File: src/design/clbin_head_ram.sv
module clbin_head_ram #(
  parameter int DEPTH = 16,
  parameter int WIDTH = 8
) (
  input  logic                     clk,
  input  logic                     we,
  input  logic [$clog2(DEPTH)-1:0] waddr,
  input  logic [WIDTH-1:0]         wdata,
  input  logic                     re,
  input  logic [$clog2(DEPTH)-1:0] raddr,
  output logic [WIDTH-1:0]         rdata
);

  logic [WIDTH-1:0] mem [DEPTH];

  always_ff @(posedge clk) begin
    if (we) begin
      mem[waddr] <= wdata;
    end
    if (re) begin
      rdata <= mem[raddr];
    end
  end

endmodule

File: config.mk
export PLATFORM = sky130hd
export DESIGN_NAME = clbin_head_ram
export DESIGN_NICKNAME = d
export VERILOG_FILES = /design/src/design/clbin_head_ram.sv
export SDC_FILE = /design/constraint.sdc
export NUM_CORES = 1
export LEC_CHECK = 0
export ABC_CLOCK_PERIOD_IN_PS = 5200
export BUFFER_PORTS_ARGS = -buffer_cell sky130_fd_sc_hd__buf_2
export CORE_ASPECT_RATIO = 0.9
export CORE_MARGIN = 2
export CORE_UTILIZATION = 50
export DETAILED_ROUTE_END_ITERATION = 8
export GPL_TIMING_DRIVEN = 1
export PLACE_DENSITY = 0.69
export REMOVE_ABC_BUFFERS = 1
export SLEW_MARGIN = 20
export SYNTH_ARGS = -nofsm -noshare
export SYNTH_HDL_FRONTEND = slang
export SYNTH_SLANG_ARGS = --single-unit
File: constraint.sdc
create_clock -name clk -period 5.2 [get_ports clk]
set_input_delay 1.04 -clock clk [delete_from_list [all_inputs] [get_ports clk]]
set_output_delay 1.04 -clock clk [all_outputs]
set_load 0.05 [all_outputs]
======== Word-level counts from Yosys, hierarchy flattened ========
Memory sizes are Yosys's and may differ from the RTL's. A register that Yosys moved wholly into a read port is not among the register bits.
Index checks and enable logic that the tools add are counted.
word-level totals
  memories kept ........................... 1
  input port bits ......................... 19
  register bits after elaboration ......... 0
  RAM bits ................................ 128
operators by class
  mux-type cells .......................... 2
memories
  name  words  width  rd ports  clocked after memory_dff  wr ports  RTL line  RTL
  mem   16     8      1         1                         1         14        logic [WIDTH-1:0] mem [DEPTH];
operator list
  cell               number
  1-bit two-way mux  2

======== Longest topological paths before layout ========
Gate-level depths: netlist of the first run.
  depth in word-level cells ............... 2
  depth in mapped cells ................... 5
  depth with buffers taken out ............ 3

======== Worst setup path after synthesis of the first run ========
OpenSTA, ideal clock, no wires.
  path kind ............................... input to register
  from .................................... input waddr[2]
  to ...................................... memory mem[0][0], enable pin
  library setup time ...................... 0.383 ns
  slack ................................... 2.667 ns
  arrival time ............................ 2.150 ns
  data required time ...................... 4.817 ns
  stages .................................. 2
  path through ............................ or3b_2 > nor3_1
RTL lines
  what         RTL line  RTL
  from (decl)  7         input logic [$clog2(DEPTH)-1:0] waddr,
  to (decl)    14
No word-level cell before the write port.

==> out/results.ini, run 1 <==
[cts]
cts_made_buffers = 17
post_cts.repair.setup_buffers = 0
worstSkewPairLatency_ns = 0.41
cts_tree = built
cts_root_buf = clkbuf_16
cts.hold.buffers_added = 0
post_cts_resized = 0
cts_buffer_depth = 2
cts_htree_levels = 4
cts.sinks = 136
cts.reportedPaths.clkPinSlew_ns = 0.06

[run]
drv_cap = 0

[synth]
yosysWarnings = 0
ys.flop_type = edfxtp_1
synth.most_common_cell = edfxtp_1
synth_cell_types = 18
yosys.area.top_type = edfxtp_1
syn-cell-area_sq_um = 5230
synth_top_area_frac = 0.781
ys_seq_area_frac = 0.781
ys_ff_latch = 136
syn_avg_cell_area_sq_um = 22.8
yosys-top-cells-count = edfxtp_1 (136), mux4_2 (18), a22oi_1 (16)
synth_enable_flop_cells = 136
synthArstFlopShare = 0
synth_area_leaders = edfxtp_1 (78%), mux4_2 (7.8%), mux4_1 (7.0%)
netlist_instances = 229

[floorplanning]
die_w_microns = 112
coreArea_sq_um = 10200
die_y_microns = 101
dieArea_sq_um = 11300
ios = 27
start_util = 0.512
placementRows = 35

[timing]
maxSlewViolCount = 0
worstMarginPinSlew_ns = 0.912
rsz0062_at_grt = no
fin_skew_ns = 0.0142
final.setup.worst_slack_ns = 2.74
max_freq_mhz = 407
period_minus_slack_ns = 2.46
setup-violations-final = 0
slew_headroom = 0.390
period_share = 0.472
setup_tns_ns = 0
hold_viol_final = 0

[grt]
antenna_found_initial = 0
grt_pass1_wl_mm = 14.8
grt_pass1_vias = 2423
grtUsageTotal = 0.186
grt_max_degree = 33
grt_overflow = 0

[routing]
wl_per_cell_microns = 23.3
wirelength_mm = 9.52
drtIter0Drc = 279
first_pass_iters = 4
vias = 2364
ant_nets = 0
drc = 0
avgViaCountPerCell = 5.79

[place]
place_congestion = 0.758
port_buffers = 26
dp_hpwl_mm = 5.85
dp_slack_ns = 1.94
dp.cells = 376

[pwr]
finalPower_mw = 2.62
power_density_nw_per_um2 = 430
ir_worst_vdd_mv = 0.301
cellLeakagePower_nw = 2.03

[worst_setup_path]
crit_type = in -> reg
end_kind = flip-flop
critPathMaxStageDelay_ns = 0.63
path_max_fanout = 32
crit_chain = buf_4, mux4_1, a22oi_1, nand2_1
startpoint_type = input pin
crit_family = multiplexers
arrival_ns = 2.60
crit_buf_inv = 1
required_ns = 5.35
crit_slowest_cell = mux4_1

[cells_and_area]
nets = 285
fin_cells = 408
antenna_cells = 0
synthToLayoutAreaGrowth_pct = 16.4
drive_above_1_share = 0.287

[min_path]
min_path_type = reg -> reg

[status]
outcome = finished clean

-- through the flow --
step	area [sq um]	hold slack, ns	utilization
global route	6090	0.797	0.596
CTS	6080	0.746	0.596
floorplan	5140	0.705	-
detailed placement	5460	0.730	0.535
global placement	5450	0.724	0.534
finish	6090	0.742	0.596
-- cell usage in the layout (no fill, tap or decap) --
| master | n |
|---|---|
| edfxtp_1 | 136 |
| buf_2 | 25 |
| mux4_2 | 18 |
| clkbuf_16 | 17 |
| a22oi_1 | 16 |
| mux4_1 | 14 |
| nor2_1 | 13 |
| nand2_1 | 9 |
| bufinv_16 | 4 |
| clkinv_4 | 4 |
| clkinv_2 | 3 |
| inv_6 | 3 |
| buf_4 | 3 |
| nand3b_1 | 2 |
| nor3_1 | 2 |
| nand2b_1 | 2 |
| nor3_2 | 2 |
| nor2b_1 | 1 |
| and2_1 | 1 |
| and2b_1 | 1 |
| nand3_1 | 1 |
| or3b_2 | 1 |
| clkbuf_1 | 1 |
-- path summary, 6_finish.rpt --
kind                    from       end  slack [ns]  depth (start not counted)
setup / recovery    raddr[0]  rdata[1]        2.74                          4
hold / removal    mem[14][0]  rdata[0]        0.74                          3
setup reg to reg   mem[1][1]  rdata[1]        3.65                          3
hold reg to reg   mem[14][0]  rdata[0]        0.74                          3
-- worst reg2reg max path: stages (launching register included) --
cell and delay (ns):
edfxtp_1 0.36, mux4_1 0.50, a22oi_1 0.32, nand2_1 0.11
-- layout make-up --
type / count / area (sq um)
repair buffers: 28 / 148
fillers: 695 / 4120
flip-flops and latches: 136 / 4080
multi-input cells: 83 / 1070
clock buffers: 18 / 429
well taps: 129 / 161
clock inverters: 14 / 196
-- routing by layer --
metal / global-route usage / vias to the layer above / wire length (microns)
met5: 0 / - / 0
met3: 0.0559 / 6 / 787
li1: - / 1056 / -
met1: 0.271 / 1214 / 4200
met2: 0.277 / 88 / 4470
met4: 0.0541 / 0 / 68
-- logic make-up after synthesis --
group	after synthesis	synth area share
DFF	136	0.781
AOI/OAI and AO/OA	16	0.0230
muxes	32	0.148
and+or+nand+nor	35	0.0314
buffers and inverters	10	0.0165
-- report_power, final --
group          internal [mW]  switching, mW  total, mW
Combinational         0.0431         0.0813      0.124
Clock                  0.807          0.441       1.25
Sequential              1.24        0.00688       1.24
Total                   2.09          0.529       2.62
-- flip-flops by register name, summed over array words and instances, names as in the netlist --
signal,flops
rdata,8
mem,128
(Power assumes the default switching activity.)
==> inputs of run 2 (changes only) <==
ABC_CLOCK_PERIOD_IN_PS = 2200   (was 5200)
PLACE_DENSITY = 0.72   (was 0.69)
clock period = 2.2 ns   (was 5.2 ns; I/O delays follow)
==> out/results.ini, run 2 (same netlist as run 1, synthesis figures left out) <==
[timing]
setup_tns_ns = 0  ; unchanged
period_share = 0.756
maxSlewViolCount = 0  ; unchanged
worstMarginPinSlew_ns = 0.403  ; was 0.912 ns
slew_headroom = 0.731  ; was 0.390
setup-violations-final = 0  ; unchanged
period_minus_slack_ns = 1.66
rsz0062_at_grt = no  ; unchanged
fin_skew_ns = 0.0112  ; was 0.0142 ns
max_freq_mhz = 601
hold_viol_final = 0  ; unchanged

[pwr]
ir_worst_vdd_mv = 0.586  ; was 0.301 mV
p_sw_frac = 0.202  ; about the same
pwr-share-clk = 0.476  ; was 0.477
cellLeakagePower_nw = 2.14  ; was 2.03 nW
p_sw_mw = 1.25  ; was 0.529 mW
p_seq_frac = 0.474  ; was 0.475
intPower_mw = 4.94  ; was 2.09 mW
p_comb_frac = 0.050  ; was 0.048
power_density_nw_per_um2 = 988  ; was 430 nW/um^2

[cts]
cts.sinks = 136  ; unchanged
post_cts.repair.setup_buffers = 0  ; unchanged
cts_tree = built  ; unchanged
worstSkewPairLatency_ns = 0.41  ; about the same
cts_made_buffers = 17  ; unchanged
cts.hold.buffers_added = 0  ; unchanged
post_cts_resized = 0  ; unchanged
cts_root_buf = clkbuf_16  ; unchanged
cts_htree_levels = 4  ; unchanged
cts_buffer_depth = 2  ; unchanged
cts.reportedPaths.clkPinSlew_ns = 0.05  ; was 0.06 ns

[cells_and_area]
drive_above_1_share = 0.329  ; was 0.287
nets = 307  ; was 285
synthToLayoutAreaGrowth_pct = 19.8  ; was 16.4%
registers.top_by_ff_count = mem  ; unchanged
regArea_sq_um = 4080  ; unchanged
final_cell_mix = edfxtp_1 (136), buf_2 (26), buf_4 (22)  ; was edfxtp_1 (136), buf_2 (25), mux4_2 (18)
fin_cells = 430  ; was 408
reg_top3 = mem x128, rdata x8  ; unchanged
multiInputGateArea_sq_um = 1060  ; was 1070 sq um
largest_reg_flops = 128  ; unchanged
antenna_cells = 0  ; unchanged
n_fill_cell = 695  ; unchanged
final_common_cell = edfxtp_1  ; unchanged

[grt]
antenna_found_initial = 0  ; unchanged
grt_max_degree = 33  ; unchanged
grt_pass1_vias = 2571  ; was 2423
grt_overflow = 0  ; unchanged
grtUsageTotal = 0.187  ; was 0.186
grt_pass1_wl_mm = 14.9  ; was 14.8 mm

[worst_setup_path]
required_ns = 2.36  ; was 5.35 ns
arrival_ns = 1.83  ; was 2.60 ns
startpoint_type = input pin  ; unchanged
end_kind = flip-flop  ; unchanged
path_max_fanout = 14  ; was 32
crit_type = in -> reg  ; unchanged

[routing]
wl_per_cell_microns = 22.7  ; was 23.3 microns
drc = 0  ; unchanged
vias = 2502  ; was 2364
drtIter0Drc = 291  ; was 279
avgViaCountPerCell = 5.82  ; was 5.79
first_pass_iters = 4  ; unchanged
wirelength_mm = 9.76  ; was 9.52 mm
ant_nets = 0  ; unchanged

[floorplanning]
dieArea_sq_um = 11300  ; unchanged
ios = 27  ; unchanged
coreArea_sq_um = 10200  ; unchanged
die_y_microns = 101  ; unchanged
die_w_microns = 112  ; unchanged
placementRows = 35  ; unchanged
start_util = 0.512  ; unchanged

[place]
dp.cells = 398  ; was 376
port_buffers = 26  ; unchanged
place_congestion = 0.734  ; was 0.758
dp_hpwl_mm = 6.18  ; was 5.85 mm

[status]
outcome = finished clean  ; unchanged

[min_path]
min_path_type = in -> reg  ; was reg -> reg

[run]
drv_cap = 0  ; unchanged

==> run 2: cell types whose count changed in the layout (fill, tap and decap cells not counted) <==
cell	delta
clkinv_2	-2
buf_4	+19
clkinv_4	-1
clkinvlp_4	+2
clkinv_1	+2
clkbuf_1	-1
buf_12	+2
buf_2	+1
nor3_2	-2
nor3_1	+2
==> run 2: path summary, 6_finish.rpt <==
check / from / end / slack, ns / cells past startpoint
worst min-delay path: re / rdata[0] / 0.37 / 1
worst max-delay path: raddr[0] / rdata[0] / 0.54 / 5
worst min register to register: mem[15][7] / rdata[7] / 0.75 / 3
worst max register to register: mem[3][7] / rdata[7] / 0.66 / 3
==> run 2: layout make-up <==
type,count,area share
Tap cell,129,0.0258
Multi-Input combinational cell,83,0.169
Sequential cell,136,0.652
Timing Repair Buffer,50,0.0535
Clock inverter,15,0.0320
Clock buffer,17,0.0679
==> run 2: metal layers <==
| layer | routed length [microns] | vias up | GRT usage | part of all wire |
|---|---|---|---|---|
| met5 | 0 | - | 0 | 0 |
| met4 | 93 | 0 | 0.0722 | 0.0095 |
| met3 | 814 | 10 | 0.0631 | 0.083 |
| met2 | 4910 | 98 | 0.295 | 0.50 |
| met1 | 3950 | 1292 | 0.245 | 0.40 |
| li1 | - | 1102 | - | - |
==> run 2: power by group through the flow <==
| stage | sequential [mW] | clock [mW] | combinational [mW] |
|---|---|---|---|
| global route | 2.94 | 3.08 | 0.337 |
| global placement | 2.98 | 0 | 0.308 |
| CTS | 2.93 | 2.98 | 0.317 |
| floorplan | 3.03 | 0 | 0.116 |
| finish | 2.93 | 2.95 | 0.312 |
| detailed placement | 2.99 | 0 | 0.316 |
==> run 2: critical path, cell delays in order <==
cell,delay [ns]
buf_2,0.13
buf_4,0.29
mux4_1,0.60
a22oi_1,0.28
nand2_1,0.09
==> run 2: per-stage QoR <==
stage | hold WS (ns) | utilization | setup WS (ns) | cell area (sq um) | total power, mW
floorplan | 0.539 | - | 0.267 | 5140 | 3.15
global placement | 0.726 | 0.553 | 0.124 | 5640 | 3.29
detailed placement | 0.736 | 0.553 | 0.108 | 5640 | 3.30
CTS | 0.370 | 0.614 | 0.528 | 6260 | 6.23
global route | 0.367 | 0.614 | 0.434 | 6260 | 6.36
finish | 0.370 | 0.614 | 0.536 | 6260 | 6.19
